**src/rtl/utf8_to_utf16_decoder_macros.svh**
```systemverilog
// utf8_to_utf16_decoder_macros.svh
// assertion macros for the utf-8 to utf-16 decoder; no dependencies
// expects signals named clock and reset in the including scope
`ifndef UTF8_TO_UTF16_DECODER_MACROS_SVH
`define UTF8_TO_UTF16_DECODER_MACROS_SVH

// same-cycle implication, disabled during reset
`define U8U16_ASSERT_NOW(label, ante, cons, msg) \
   label: assert property (@(posedge clock) disable iff (reset) (ante) |-> (cons)) \
      else $error(msg);

// next-cycle implication, disabled during reset
`define U8U16_ASSERT_NEXT(label, ante, cons, msg) \
   label: assert property (@(posedge clock) disable iff (reset) (ante) |=> (cons)) \
      else $error(msg);

`endif

```
**src/rtl/u8u16_pkg.sv**
```systemverilog
// u8u16_pkg.sv
// constants and types for the utf-8 to utf-16 decoder
// no dependencies
package u8u16_pkg;

   // field widths
   localparam int BYTE_WIDTH      = 8;
   localparam int CODE_WIDTH      = 21;
   localparam int CSR_INDEX_WIDTH = 2;
   localparam int CSR_DATA_WIDTH  = 1;

   // result queue sizing
   localparam int QUEUE_DEPTH     = 4;
   localparam int QUEUE_PTR_WIDTH = $clog2(QUEUE_DEPTH);
   localparam int QUEUE_CNT_WIDTH = $clog2(QUEUE_DEPTH + 1);

   // code values
   localparam logic [CODE_WIDTH-1:0] REPLACEMENT_CHAR = 21'h00FFFD;
   localparam logic [CODE_WIDTH-1:0] HI_SURR_BASE     = 21'h00D800;
   localparam logic [CODE_WIDTH-1:0] LO_SURR_BASE     = 21'h00DC00;
   localparam logic [CODE_WIDTH-1:0] SUPP_PLANE_BASE  = 21'h010000;

   // register indexes
   localparam logic [CSR_INDEX_WIDTH-1:0] CSR_UTF16_OUTPUT        = 2'd0;
   localparam logic [CSR_INDEX_WIDTH-1:0] CSR_LOW_SURROGATE_FIRST = 2'd1;

   // pending range check on the first continuation byte
   typedef enum logic [2:0] {
      CHK_NONE = 3'd0,
      CHK_E0   = 3'd1,
      CHK_ED   = 3'd2,
      CHK_F0   = 3'd3,
      CHK_F4   = 3'd4
   } check_type;

   // one queued result
   typedef struct packed {
      logic [CODE_WIDTH-1:0] code_unit;
      logic                  last_of_run;
   } result_type;

endpackage

```
**src/rtl/utf8_to_utf16_decoder.sv**
```systemverilog
// utf8_to_utf16_decoder.sv
// utf-8 byte stream decoder to utf-16 units or code points
// depends on u8u16_pkg and utf8_to_utf16_decoder_macros.svh
//
// usage
// - req_ channel carries one utf-8 byte per item plus a last-byte flag
// - rsp_ channel returns code units; rsp_last_of_run marks the final result
//   of the byte that caused it (bytes may give zero, one or two results)
// - csr_ channel writes the mode registers (index 0 utf16_output, index 1
//   low_surrogate_first); csr_ready is always high, other indexes are ignored
// - a byte is decoded in the cycle it is accepted and its results enter a
//   four-entry result queue; rsp_ shows the registered head of that queue
// - one byte per cycle is taken while results drain; a surrogate pair gives
//   two results but comes from four input bytes, so the input never
//   stalls unless rsp_stall holds results back
// - req_stall rises when fewer than two queue entries are free, whatever
//   rsp_stall does; a stalled rsp_ item holds steady at the queue head
// - reset empties the queue, clears the decoder state and sets utf16_output
//   to 1 and low_surrogate_first to 0; a byte with last set also clears the
//   decoder state but not the registers
module utf8_to_utf16_decoder (
   input  logic                                 clock,
   input  logic                                 reset,
   input  logic                                 req_valid,
   output logic                                 req_stall,
   input  logic [u8u16_pkg::BYTE_WIDTH-1:0]      req_in_byte,
   input  logic                                 req_last_byte,
   output logic                                 rsp_valid,
   input  logic                                 rsp_stall,
   output logic [u8u16_pkg::CODE_WIDTH-1:0]      rsp_code_unit,
   output logic                                 rsp_last_of_run,
   input  logic                                 csr_valid,
   output logic                                 csr_ready,
   input  logic [u8u16_pkg::CSR_INDEX_WIDTH-1:0] csr_index,
   input  logic [u8u16_pkg::CSR_DATA_WIDTH-1:0]  csr_write_data
);

   // mode registers
   logic utf16_ff;
   logic low_first_ff;

   // decoder state
   logic [u8u16_pkg::CODE_WIDTH-1:0] partial_ff, partial_in;
   logic [1:0]                       cont_ff, cont_in;
   logic [1:0]                       swallow_ff, swallow_in;
   u8u16_pkg::check_type             check_ff, check_in;

   // result queue
   u8u16_pkg::result_type                 queue_ff [u8u16_pkg::QUEUE_DEPTH];
   logic [u8u16_pkg::QUEUE_PTR_WIDTH-1:0] wr_ptr_ff, wr_ptr_in;
   logic [u8u16_pkg::QUEUE_PTR_WIDTH-1:0] rd_ptr_ff, rd_ptr_in;
   logic [u8u16_pkg::QUEUE_CNT_WIDTH-1:0] count_ff, count_in;

   // decode outputs
   logic                             req_fire;
   logic                             rsp_fire;
   logic                             emit;
   logic [u8u16_pkg::CODE_WIDTH-1:0] emit_value;
   logic                             do_cont;
   logic                             check_fail;
   logic                             is_cont_byte;
   logic                             split;
   logic [19:0]                      supp_offset;
   logic [u8u16_pkg::CODE_WIDTH-1:0] hi_surr, lo_surr;
   logic [1:0]                       push_count;
   u8u16_pkg::result_type            push0, push1;

   assign req_fire     = req_valid && !req_stall;
   assign rsp_fire     = rsp_valid && !rsp_stall;
   assign is_cont_byte = (req_in_byte[7:6] == 2'b10);

   // byte decode and next decoder state
   always_comb begin
      partial_in = partial_ff;
      cont_in    = cont_ff;
      swallow_in = swallow_ff;
      check_in   = check_ff;
      emit       = 1'b0;
      emit_value = u8u16_pkg::REPLACEMENT_CHAR;
      do_cont    = 1'b0;
      check_fail = 1'b0;

      if (swallow_ff != 2'd0) begin
         swallow_in = swallow_ff - 2'd1;
      end else if (check_ff != u8u16_pkg::CHK_NONE) begin
         check_in = u8u16_pkg::CHK_NONE;
         unique case (check_ff)
            u8u16_pkg::CHK_E0: check_fail = (req_in_byte >= 8'h80) && (req_in_byte <= 8'h9F);
            u8u16_pkg::CHK_ED: check_fail = (req_in_byte >= 8'hA0) && (req_in_byte <= 8'hBF);
            u8u16_pkg::CHK_F0: check_fail = (req_in_byte >= 8'h80) && (req_in_byte <= 8'h8F);
            u8u16_pkg::CHK_F4: check_fail = (req_in_byte >= 8'h90) && (req_in_byte <= 8'hBF);
            default:           check_fail = 1'b0;
         endcase
         if (check_fail) begin
            emit       = 1'b1;
            emit_value = u8u16_pkg::REPLACEMENT_CHAR;
            swallow_in = (check_ff == u8u16_pkg::CHK_E0 || check_ff == u8u16_pkg::CHK_ED)
                         ? 2'd1 : 2'd2;
            cont_in    = 2'd0;
            partial_in = '0;
         end else begin
            do_cont = 1'b1;
         end
      end else if (cont_ff != 2'd0) begin
         do_cont = 1'b1;
      end else begin
         // lead byte classes
         if (req_in_byte < 8'h80) begin
            emit       = 1'b1;
            emit_value = {13'd0, req_in_byte};
         end else if (req_in_byte < 8'hC0 || req_in_byte > 8'hF4) begin
            emit       = 1'b1;
            emit_value = u8u16_pkg::REPLACEMENT_CHAR;
         end else if (req_in_byte < 8'hC2) begin
            emit       = 1'b1;
            emit_value = u8u16_pkg::REPLACEMENT_CHAR;
            swallow_in = 2'd1;
         end else if (req_in_byte < 8'hE0) begin
            partial_in = {16'd0, req_in_byte[4:0]};
            cont_in    = 2'd1;
         end else if (req_in_byte < 8'hF0) begin
            partial_in = {17'd0, req_in_byte[3:0]};
            cont_in    = 2'd2;
            if (req_in_byte == 8'hE0) check_in = u8u16_pkg::CHK_E0;
            if (req_in_byte == 8'hED) check_in = u8u16_pkg::CHK_ED;
         end else begin
            partial_in = {18'd0, req_in_byte[2:0]};
            cont_in    = 2'd3;
            if (req_in_byte == 8'hF0) check_in = u8u16_pkg::CHK_F0;
            if (req_in_byte == 8'hF4) check_in = u8u16_pkg::CHK_F4;
         end
      end

      // continuation byte
      if (do_cont) begin
         if (!is_cont_byte) begin
            emit       = 1'b1;
            emit_value = u8u16_pkg::REPLACEMENT_CHAR;
            swallow_in = cont_ff - 2'd1;
            cont_in    = 2'd0;
            partial_in = '0;
         end else begin
            partial_in = {partial_ff[14:0], req_in_byte[5:0]};
            cont_in    = cont_ff - 2'd1;
            if (cont_in == 2'd0) begin
               emit       = 1'b1;
               emit_value = partial_in;
               partial_in = '0;
            end
         end
      end

      // end of stream: flag a cut-off sequence, then clear
      if (req_last_byte) begin
         if (cont_in != 2'd0 && !emit) begin
            emit       = 1'b1;
            emit_value = u8u16_pkg::REPLACEMENT_CHAR;
         end
         partial_in = '0;
         cont_in    = 2'd0;
         swallow_in = 2'd0;
         check_in   = u8u16_pkg::CHK_NONE;
      end
   end

   // surrogate split
   always_comb begin
      supp_offset = 20'(emit_value - u8u16_pkg::SUPP_PLANE_BASE);
      split       = utf16_ff && (emit_value[20:16] != 5'd0);
      hi_surr     = u8u16_pkg::HI_SURR_BASE | {11'd0, supp_offset[19:10]};
      lo_surr     = u8u16_pkg::LO_SURR_BASE | {11'd0, supp_offset[9:0]};
      push0.code_unit   = split ? (low_first_ff ? lo_surr : hi_surr) : emit_value;
      push0.last_of_run = !split;
      push1.code_unit   = low_first_ff ? hi_surr : lo_surr;
      push1.last_of_run = 1'b1;
      push_count  = (req_fire && emit) ? (split ? 2'd2 : 2'd1) : 2'd0;
   end

   // queue pointers and occupancy
   always_comb begin
      wr_ptr_in = wr_ptr_ff + u8u16_pkg::QUEUE_PTR_WIDTH'(push_count);
      rd_ptr_in = rd_ptr_ff + u8u16_pkg::QUEUE_PTR_WIDTH'(rsp_fire);
      count_in  = count_ff + u8u16_pkg::QUEUE_CNT_WIDTH'(push_count)
                  - u8u16_pkg::QUEUE_CNT_WIDTH'(rsp_fire);
   end

   assign req_stall       = (count_ff > u8u16_pkg::QUEUE_CNT_WIDTH'(u8u16_pkg::QUEUE_DEPTH - 2));
   assign rsp_valid       = (count_ff != '0);
   assign rsp_code_unit   = queue_ff[rd_ptr_ff].code_unit;
   assign rsp_last_of_run = queue_ff[rd_ptr_ff].last_of_run;
   assign csr_ready       = 1'b1;

   // control state and mode registers
   always_ff @(posedge clock) begin
      if (reset) begin
         utf16_ff     <= 1'b1;
         low_first_ff <= 1'b0;
         partial_ff   <= '0;
         cont_ff      <= 2'd0;
         swallow_ff   <= 2'd0;
         check_ff     <= u8u16_pkg::CHK_NONE;
         wr_ptr_ff    <= '0;
         rd_ptr_ff    <= '0;
         count_ff     <= '0;
      end else begin
         if (csr_valid && csr_ready) begin
            case (csr_index)
               u8u16_pkg::CSR_UTF16_OUTPUT:        utf16_ff     <= csr_write_data[0];
               u8u16_pkg::CSR_LOW_SURROGATE_FIRST: low_first_ff <= csr_write_data[0];
               default: ;
            endcase
         end
         if (req_fire) begin
            partial_ff <= partial_in;
            cont_ff    <= cont_in;
            swallow_ff <= swallow_in;
            check_ff   <= check_in;
         end
         wr_ptr_ff <= wr_ptr_in;
         rd_ptr_ff <= rd_ptr_in;
         count_ff  <= count_in;
      end
   end

   // result queue storage
   always_ff @(posedge clock) begin
      if (push_count != 2'd0) begin
         queue_ff[wr_ptr_ff] <= push0;
      end
      if (push_count == 2'd2) begin
         queue_ff[wr_ptr_ff + u8u16_pkg::QUEUE_PTR_WIDTH'(1)] <= push1;
      end
   end

`include "utf8_to_utf16_decoder_macros.svh"

   `U8U16_ASSERT_NOW(a_swallow_excl, swallow_ff != 2'd0, cont_ff == 2'd0,
      "swallow with open sequence")
   `U8U16_ASSERT_NOW(a_check_needs_seq, check_ff != u8u16_pkg::CHK_NONE, cont_ff >= 2'd2,
      "range check without multi-byte sequence")
   `U8U16_ASSERT_NEXT(a_last_clears, req_fire && req_last_byte,
      partial_ff == '0 && cont_ff == 2'd0 && swallow_ff == 2'd0
         && check_ff == u8u16_pkg::CHK_NONE,
      "state not cleared after last byte")
   `U8U16_ASSERT_NOW(a_pair_queued, rsp_valid && !rsp_last_of_run,
      count_ff >= u8u16_pkg::QUEUE_CNT_WIDTH'(2),
      "first surrogate without its partner queued")

endmodule

```
**config.mk**
```make
export PLATFORM = sky130hd
export DESIGN_NAME = utf8_to_utf16_decoder
export DESIGN_NICKNAME = d
export VERILOG_FILES = /design/src/rtl/u8u16_pkg.sv /design/src/rtl/utf8_to_utf16_decoder.sv
export VERILOG_INCLUDE_DIRS = /design/src /design/src/rtl
export SDC_FILE = /design/constraint.sdc
export NUM_CORES = 1
export LEC_CHECK = 0
export BUFFER_PORTS_ARGS = -buffer_cell sky130_fd_sc_hd__buf_2
export CORE_UTILIZATION = 25
export CTS_CLUSTER_SIZE = 10
export DETAILED_ROUTE_END_ITERATION = 10
export PLACE_DENSITY = 0.46
export SLEW_MARGIN = 20
export SYNTH_ARGS = -nofsm -noshare
export SYNTH_HDL_FRONTEND = slang
export SYNTH_SLANG_ARGS = --single-unit
```
**constraint.sdc**
```tcl
create_clock -name clock -period 4.6 [get_ports clock]
set_input_delay 0.46 -clock clock [delete_from_list [all_inputs] [get_ports clock]]
set_output_delay 0.46 -clock clock [all_outputs]
set_load 0.03 [all_outputs]
```
==> flow_summary.toml, run 1 <==
[status]
status = "finished, final reports clean"

[sta]
final_hold_viol_count = 0
fin_crit_sh = 0.867
tns_ns = 0
tightest_slew_ns = 1.17
rsz0062_at_grt = "no"
slew_headroom = 0.220
finalCriticalPeriod_ns = 3.99
setup_ws_ns = 0.612
drv_slew = 0
fin_skew_ns = 0.00978
hold-worst-slack_ns = 0.293
fmax_ghz = 0.251
setup_viol = 0

[critical_path]
slowest_delay_ns = 0.43
reg2reg_depth = 17
crit_type = "register to register"
cp_cell_sequence = "inv_1 > ha_1 > or4b_4 > nand3_1 > nor2_1 > nand2_1 > ha_1 > nor2_1 > nor2_1 > a211oi_1 > inv_1 > ha_1 > inv_1 > fa_1 > xor2_1 > xnor2_1 > nor2_1"
cp.arrival_ns = 4.27
cp_slowest_cell = "dfxtp_1"
cp_max_fo = 8
path_common_cell = "nor2_1"
required_ns = 4.88
start_kind = "register"
endpoint_kind = "register"

[logic_synthesis]
mappedNetlistArea_sq_um = 6200
yosys-top-cells-count = "75 x dfxtp_1, 48 x nand2_1, 44 x edfxtp_1, 37 x nor2_1, 31 x a22o_1"
ys_seq_area_frac = 0.455
yosysTopAreaCell = "dfxtp_1"
synth-edff-count = 44
synth.distinct_cells = 72
yosysMostFrequentCell = "dfxtp_1"
yosysTopAreaCellShare = 0.242
yosys-top-cells-area = "dfxtp_1 24%, edfxtp_1 21%, mux4_2 8.0%, a22o_1 4.4%, o32ai_1 3.0%"
syn-num-nets = 618
avgSynthCellArea_sq_um = 10.5
synthCells = 592
ys.flop_type = "dfxtp_1"
yosysWarnings = 0
synthArstFlopShare = 0
synth-seq-cells = 119

[drt]
vias_per_cell = 5.44
drtIter0Drc = 482
first_pass_iters = 5
dr_total_vias = 5221
routedWlPerCell_um = 20.2
wirelength_um = 19300
drc = 0
drt.antenna.violating_nets = 0

[grt]
grt_pass1_wl_um = 30500
antenna_found_initial = 0
grt_most_used_layer = "met2"
use_met1 = 0.211
first_global_vias = 5081
gr-total-overflow = 0
met2_usage = 0.256
grt_max_degree = 33
gr-usage-met3 = 0.0372
track_usage = 0.158

[floorplan]
core_sq_um = 24300
initial_utilization = 0.255
die_h_um = 159
ios = 42
die_x_um = 159
rows = 57
die_area_sq_um = 25400

[place]
dpl-instance-area_sq_um = 6710
dp_slack_ns = 0.498
dp_hpwl_um = 13400
dp.cells = 927
placement.io_buffers = 40
place_congestion = 0.855

[clock_tree]
clock_path_buffers = 2
cts_tree = "built"
ctsResizeCount = 0
cts_buffers = 17
htree_levels = 4
clockRootBuffer = "clkbuf_16"
clock_latency_ns = 0.42
cts_setup_buffers = 0
cts_hold_buf = 0
cts_num_sinks = 119
clkSlewWorstSetupHoldPaths_ns = 0.06

[power_and_ir_drop]
p_leak_nw = 2.63
power_density_nw_per_um2 = 524
ir_drop_v = 0.000215

[final_layout]
synthToLayoutAreaGrowth_pct = 17.6
stdcell_count = 959
n_antenna_cell = 0
drive_gt1_frac = 0.203
finalNetCount = 648
fin_area_sq_um = 7290

[worst_hold_path]
holdPathStages = 2
hold_path_class = "input pin to register"

[run]
maxCapViolCount = 0
[cell families after synthesis]
family                   after synthesis  synth area share
XOR/XNOR                               6           0.00848
AO/OA/AOI/OAI                        204             0.256
buffers and inverters                 58            0.0381
other                                  1          0.000605
multiplexers                          28            0.0898
flip-flops                           119             0.455
adder cells (fa/ha/maj)                9            0.0194
AND/OR/NAND/NOR                      167             0.133
[final timing paths]
| check | startpoint | end | slack, ns |
|---|---|---|---|
| max | cont_ff[0] | count_ff[2] | 0.61 |
| min | csr_write_data | utf16_ff | 0.29 |
| max reg2reg | cont_ff[0] | count_ff[2] | 0.61 |
| min reg2reg | queue_ff[3][0] | queue_ff[3][0] | 0.46 |
[where the power goes]
part / total (mW) / internal, mW / switching (mW) / leakage (nW)
registers: 1.35 / 1.26 / 0.0838 / 1.08
logic: 1.18 / 0.444 / 0.740 / 1.29
clock network: 1.29 / 0.754 / 0.535 / 0.270
total: 3.82 / 2.46 / 1.36 / 2.63
[metrics by stage]
stage          utilization  total power, mW
5_1_grt              0.300             4.01
2_1_floorplan            -             2.23
6_report             0.300             3.82
3_5_place_dp         0.276             2.56
3_3_place_gp         0.276             2.54
4_1_cts              0.299             3.85
[cell type report]
cell class              instances  area [sq um]
multi-input cells             415          3150
clock inverters                15           146
well taps                     324           405
repair buffers                 49           268
clock buffers                  17           425
inverters                      20          75.1
fillers                      2515         17000
flip-flops and latches        119          2820
[sequential cells by signal, summed over array words and instances, names as in the netlist]
name          count
check_ff          3
low_first_ff      1
cont_ff           2
rd_ptr_ff         2
count_ff          3
utf16_ff          1
wr_ptr_ff         2
partial_ff       15
queue_ff         88
swallow_ff        2
[cell usage in the layout (no fill, tap or decap), types with 21 or more instances in the layout]
master    Yosys  routed
dfxtp_1      75      75
o22ai_1      24      24
a21oi_1      30      30
nand3_1      26      26
nor2_1       37      37
a22o_1       31      31
edfxtp_1     44      44
mux4_2       22      22
nand2_1      48      48
buf_2        12      40
o32ai_1      21      21
[layer usage]
layer,wire length [um],part of all wire
met5,0,0
met4,206,0.011
met3,1020,0.053
met2,9190,0.48
met1,8920,0.46
[worst max-delay path, delay by kind of cell, from the launching register on]
family | cells | cell delay, ns
xor gates and xnor gates | 2 | 0.31
AOI/OAI and AO/OA | 1 | 0.34
DFF | 1 | 0.43
buffers and inverters | 3 | 0.25
adders and majority gates | 4 | 1.22
and+or+nand+nor | 7 | 1.28
Power figures use the tool's default switching activity.
==> run 2: changes to the inputs <==
--- a/config.mk
+++ b/config.mk
@@ -10,7 +10,10 @@
 export CORE_UTILIZATION = 25
 export CTS_CLUSTER_SIZE = 10
 export DETAILED_ROUTE_END_ITERATION = 10
+export MAX_ROUTING_LAYER = met4
 export PLACE_DENSITY = 0.46
+export SETUP_SLACK_MARGIN = 0.4
+export SKIP_LAST_GASP = 1
 export SLEW_MARGIN = 20
 export SYNTH_ARGS = -nofsm -noshare
 export SYNTH_HDL_FRONTEND = slang
==> run 2 against run 1 <==
Against the previous run:
- via count fell by 1.9%
- global-route usage rose by 0.57 points
- total power fell by 0.14%
- wire length fell by 0.47%
- utilization barely moved
- die area did not move
- largest cell class unchanged
==> flow_summary.toml, run 2 (synthesis results as in run 1) <==
[status]
status = "finished, final reports clean"

[critical_path]
cp.arrival_ns = 4.16
crit_type = "register to register"
start_kind = "register"
r2r_slack_ns = 0.72
reg2reg_from = "cont_ff[0]"
r2r-end = "count_ff[2]"
reg2reg_depth = 18
setup.worst_path.start = "cont_ff[0]"
cp_max_fo = 13
required_ns = 4.88
endpoint = "count_ff[2]"
endpoint_kind = "register"

[power_and_ir_drop]
cell_internal_pwr_mw = 2.50
seqPwrFrac = 0.353
power.total_mw = 3.81
ir_drop_v = 0.000235
p_clk_frac = 0.336
pwr-share-comb = 0.311
switching_share = 0.344
switchingPower_mw = 1.31
power_density_nw_per_um2 = 524
p_leak_nw = 2.63

[worst_hold_path]
hold_path_class = "input pin to register"
hp-start = "csr_write_data"

[place]
dp_hpwl_um = 13400
place_congestion = 0.852
placement.io_buffers = 40
dp_slack_ns = 0.495

[sta]
hold-worst-slack_ns = 0.307
tns_ns = 0
fin_crit_sh = 0.843
drv_slew = 0
slew_headroom = 0.245
finalCriticalPeriod_ns = 3.88
fin_skew_ns = 0.00881
final_hold_viol_count = 0
tightest_slew_ns = 1.13
setup_ws_ns = 0.723
setup_viol = 0
fmax_ghz = 0.258
rsz0062_at_grt = "no"

[final_layout]
n_antenna_cell = 0
finalNetCount = 648
reg_top3 = "queue_ff (88), partial_ff (15)"
final_cell_mix = "74 x dfxtp_1, 48 x nand2_1, 44 x edfxtp_1"
layout_commonest_cell = "dfxtp_1"
regMostFlops = "queue_ff"
synthToLayoutAreaGrowth_pct = 17.5
drive_gt1_frac = 0.200
largest_reg_flops = 88
fill_cells = 2471
finish.utilization = 0.299

[clock_tree]
clock_path_buffers = 2
clock_latency_ns = 0.42
ctsResizeCount = 0
clkSlewWorstSetupHoldPaths_ns = 0.06
cts_tree = "built"
cts_num_sinks = 119
cts_buffers = 17
cts_setup_buffers = 0
clockRootBuffer = "clkbuf_16"
cts_hold_buf = 0
htree_levels = 4

[grt]
track_usage = 0.164
first_global_vias = 5151
grt_max_degree = 33
grt_pass1_wl_um = 30600
gr-total-overflow = 0
antenna_found_initial = 0

[drt]
vias_per_cell = 5.34
routedWlPerCell_um = 20.1
drt.antenna.violating_nets = 0
dr_total_vias = 5120
drc = 0
wirelength_um = 19200
drtIter0Drc = 530
first_pass_iters = 5

[floorplan]
die_x_um = 159
initial_utilization = 0.255
die_area_sq_um = 25400
core_sq_um = 24300
die_h_um = 159
rows = 57
ios = 42

[run]
maxCapViolCount = 0
run 2: cell type report:
cell class	instances	area, sq um	area share
clock buffers	20	437	0.0600
clock inverters	12	128	0.0175
inverters	20	75.1	0.0103
multi-input cells	415	3150	0.432
flip-flops and latches	119	2820	0.388
well taps	324	405	0.0557
repair buffers	49	268	0.0368
run 2: metrics by stage:
stage / std cells / cell area, sq um
4_1_cts: 959 / 7280
6_report: 959 / 7280
3_3_place_gp: 927 / 6710
2_1_floorplan: 592 / 6200
5_1_grt: 959 / 7280
3_5_place_dp: 927 / 6710
run 2: how the worst min path moves through the flow:
stage	end	slack [ns]	depth (start not counted)
after CTS	utf16_ff	0.30	2
after global routing	utf16_ff	0.30	2
after detailed placement	queue_ff[0][0]	0.46	1
after global placement	queue_ff[0][0]	0.45	1
after floorplan	queue_ff[3][0]	0.43	1
final	low_first_ff	0.31	3
run 2: metal layers:
metal  up-vias  track usage  share of wire
met2       143        0.252           0.46
li1       2390            -              -
met5         -            -              0
met4         0       0.0599          0.019
met1      2560        0.210           0.48
met3        27       0.0352          0.041
run 2: power by group through the flow:
stage	registers (mW)	clock network, mW	logic (mW)
after CTS	1.35	1.30	1.20
final	1.34	1.28	1.19
after global routing	1.37	1.35	1.29
after global placement	1.36	0	1.19
after floorplan	1.34	0	0.891
after detailed placement	1.37	0	1.19
run 2: worst max-delay path, stage by stage (launching register included):
cell and delay, ns:
dfxtp_1 0.36, inv_1 0.12, ha_1 0.22, or4b_4 0.52
nand3_1 0.21, nor2_2 0.11, nand2_1 0.16, ha_1 0.23
nor2_1 0.08, nor2_1 0.14, buf_4 0.21, nand3_1 0.10
ha_1 0.31, inv_1 0.04, ha_1 0.18, fa_1 0.38
xor2_1 0.17, xnor2_1 0.14, nor2_1 0.06
==> run 3: changes to the inputs <==
--- a/config.mk
+++ b/config.mk
@@ -6,6 +6,7 @@
 export SDC_FILE = /design/constraint.sdc
 export NUM_CORES = 1
 export LEC_CHECK = 0
+export ABC_AREA = 1
 export BUFFER_PORTS_ARGS = -buffer_cell sky130_fd_sc_hd__buf_2
 export CORE_UTILIZATION = 25
 export CTS_CLUSTER_SIZE = 10
==> constraint.sdc (replaced) <==
create_clock -name clock -period 4 [get_ports clock]
set_input_delay 0.4 -clock clock [delete_from_list [all_inputs] [get_ports clock]]
set_output_delay 0.4 -clock clock [all_outputs]
set_load 0.03 [all_outputs]
==> run 3 against run 2 <==
Against the previous run:
- sequential power is 31% higher
- utilization increased by 0.24 points
- via count increased by 21%
- die area up 5.9%
- critical path type unchanged
==> flow_summary.toml, run 3 <==
[final_layout]
final_cell_mix = "208 x nand2_1, 147 x nand3_1, 88 x o21ai_0"
finalNetCount = 967
regMostFlops = "queue_ff"
drive_gt1_frac = 0.140
reg_top3 = "queue_ff (88), partial_ff (15)"
synthToLayoutAreaGrowth_pct = 17.0
layout_commonest_cell = "nand2_1"
n_antenna_cell = 0
stdcell_count = 1284
largest_reg_flops = 88

[grt]
use_met1 = 0.216
grt_pass1_wl_um = 32900
grt_most_used_layer = "met2"
met2_usage = 0.264
gr-total-overflow = 0
gr-usage-met3 = 0.0341
first_global_vias = 5734
grt_max_degree = 40
antenna_found_initial = 0
track_usage = 0.168

[power_and_ir_drop]
cell_internal_pwr_mw = 3.35
power.total_mw = 6.23
seqPwrFrac = 0.281
p_clk_frac = 0.236
p_leak_nw = 3.36
pwr-share-comb = 0.483
switchingPower_mw = 2.88
switching_share = 0.462
power_density_nw_per_um2 = 810
ir_drop_v = 0.000298

[drt]
first_pass_iters = 5
drtIter0Drc = 486
vias_per_cell = 4.82
dr_total_vias = 6190
drt.antenna.violating_nets = 0
routedWlPerCell_um = 16.5
wirelength_um = 21200
drc = 0

[floorplan]
initial_utilization = 0.258
die_x_um = 164
core_sq_um = 25500
rows = 58
die_h_um = 164
die_area_sq_um = 26900
ios = 42

[critical_path]
crit_type = "register to register"
cp.arrival_ns = 3.64
r2r_slack_ns = 0.67
reg2reg_from = "cont_ff[0]"
reg2reg_depth = 21
start_kind = "register"
cp_max_fo = 6
required_ns = 4.31
setup.worst_path.start = "cont_ff[0]"
endpoint_kind = "register"

[sta]
drv_slew = 0
fin_skew_ns = 0.0117
rsz0062_at_grt = "no"
fmax_ghz = 0.300
setup_ws_ns = 0.670
fin_crit_sh = 0.833
final_hold_viol_count = 0
slew_headroom = 0.316
tightest_slew_ns = 1.03
tns_ns = 0
finalCriticalPeriod_ns = 3.33
setup_viol = 0

[clock_tree]
htree_levels = 4
cts_tree = "built"
cts_buffers = 17
cts_hold_buf = 0
clkSlewWorstSetupHoldPaths_ns = 0.06
cts_num_sinks = 119
clock_path_buffers = 2
clockRootBuffer = "clkbuf_16"
clock_latency_ns = 0.43

[logic_synthesis]
yosysMostFrequentCell = "nand2_1"
synthCells = 908
avgSynthCellArea_sq_um = 7.24
synthArstFlopShare = 0
yosys-top-cells-area = "dfxtp_1 23%, edfxtp_1 20%, nand2_1 12%, nand3_1 11%, o21ai_0 6.7%"
yosysTopAreaCell = "dfxtp_1"
yosysTopAreaCellShare = 0.229
ys.flop_type = "dfxtp_1"
yosysWarnings = 0
mappedNetlistArea_sq_um = 6570
synth-seq-cells = 119
synth-edff-count = 44
ys_seq_area_frac = 0.430
synth.distinct_cells = 40
yosys-top-cells-count = "209 x nand2_1, 147 x nand3_1, 88 x o21ai_0, 80 x nor2_1, 75 x dfxtp_1"
syn-num-nets = 934

[status]
status = "finished, final reports clean"

[place]
place_congestion = 0.851
placement.io_buffers = 40
dp.cells = 1249
dp_slack_ns = 0.400
dp_hpwl_um = 14200

[worst_hold_path]
hp-start = "csr_write_data"
holdPathStages = 3
hold_path_class = "input pin to register"

[run]
maxCapViolCount = 0
## run 3: changes by cell type after synthesis, sizes merged, moves of 8 or more
cell and delta:
a21oi +18, o32ai -23, mux4 -22, nor2b -12, a22o -31, nand3 +127
nand2 +162, buf +10, nor2 +49, o21ai +92, inv +50, o22ai -8
## run 3: power groups by stage
stage / sequential (mW) / combinational (mW) / clock [mW]
after floorplan: 1.73 / 2.15 / 0
after global placement: 1.77 / 2.98 / 0
after detailed placement: 1.77 / 2.97 / 0
after CTS: 1.75 / 2.98 / 1.50
after global routing: 1.78 / 3.33 / 1.55
final: 1.75 / 3.01 / 1.47
## run 3: routing by layer
metal / part of all wire / vias up
met1: 0.48 / 2893
met4: 0.016 / 0
met2: 0.47 / 127
met5: 0 / -
li1: - / 3140
met3: 0.038 / 30
## run 3: critical path, stage by stage, from the launching register on
cell	delay, ns
dfxtp_1	0.41
inv_1	0.08
ha_2	0.21
inv_1	0.12
o21ai_2	0.07
inv_1	0.08
nand2_4	0.08
nor2_4	0.18
nand2_1	0.09
nor2_1	0.15
inv_1	0.07
ha_2	0.18
nand2_1	0.07
nor2_2	0.05
nor2_4	0.10
nand3_1	0.11
ha_1	0.29
inv_1	0.05
fa_1	0.43
xor2_1	0.18
o21ai_0	0.14
a21oi_1	0.05
## run 3: layout make-up
cell class,instances,area (sq um)
Multi-Input combinational cell,665,3220
Timing Repair Buffer,68,410
Clock inverter,9,76.3
Tap cell,330,413
Clock buffer,23,488
Sequential cell,119,2820
Inverter,70,263
Fill cell,2776,17800
## run 3: path summary, 6_finish.rpt
path | endpoint
setup / recovery | count_ff[2]
hold / removal | utf16_ff
setup reg to reg | count_ff[2]
hold reg to reg | queue_ff[0][19]
## run 3: through the flow
step	hold WS, ns	area (sq um)	utilization
after floorplan	0.437	6570	-
after global placement	0.453	7090	0.278
after detailed placement	0.455	7090	0.278
after CTS	0.202	7650	0.300
after global routing	0.226	7690	0.302
final	0.218	7690	0.302
## run 3: timing repair
| action | 4_1_cts | 5_1_grt |
|---|---|---|
| setup endpoints to repair | 0 | 73 |
| gates resized for setup | 0 | 5 |
| setup buffers | 0 | 3 |
## run 3: cells by family after synthesis
kind of cell,count (synthesis),share of synthesized area
flops,119,0.430
fa+ha+maj,9,0.0183
compound gates,186,0.148
buf+inv,124,0.0828
xor+xnor,4,0.00533
other cells,1,0.000571
simple gates,465,0.315
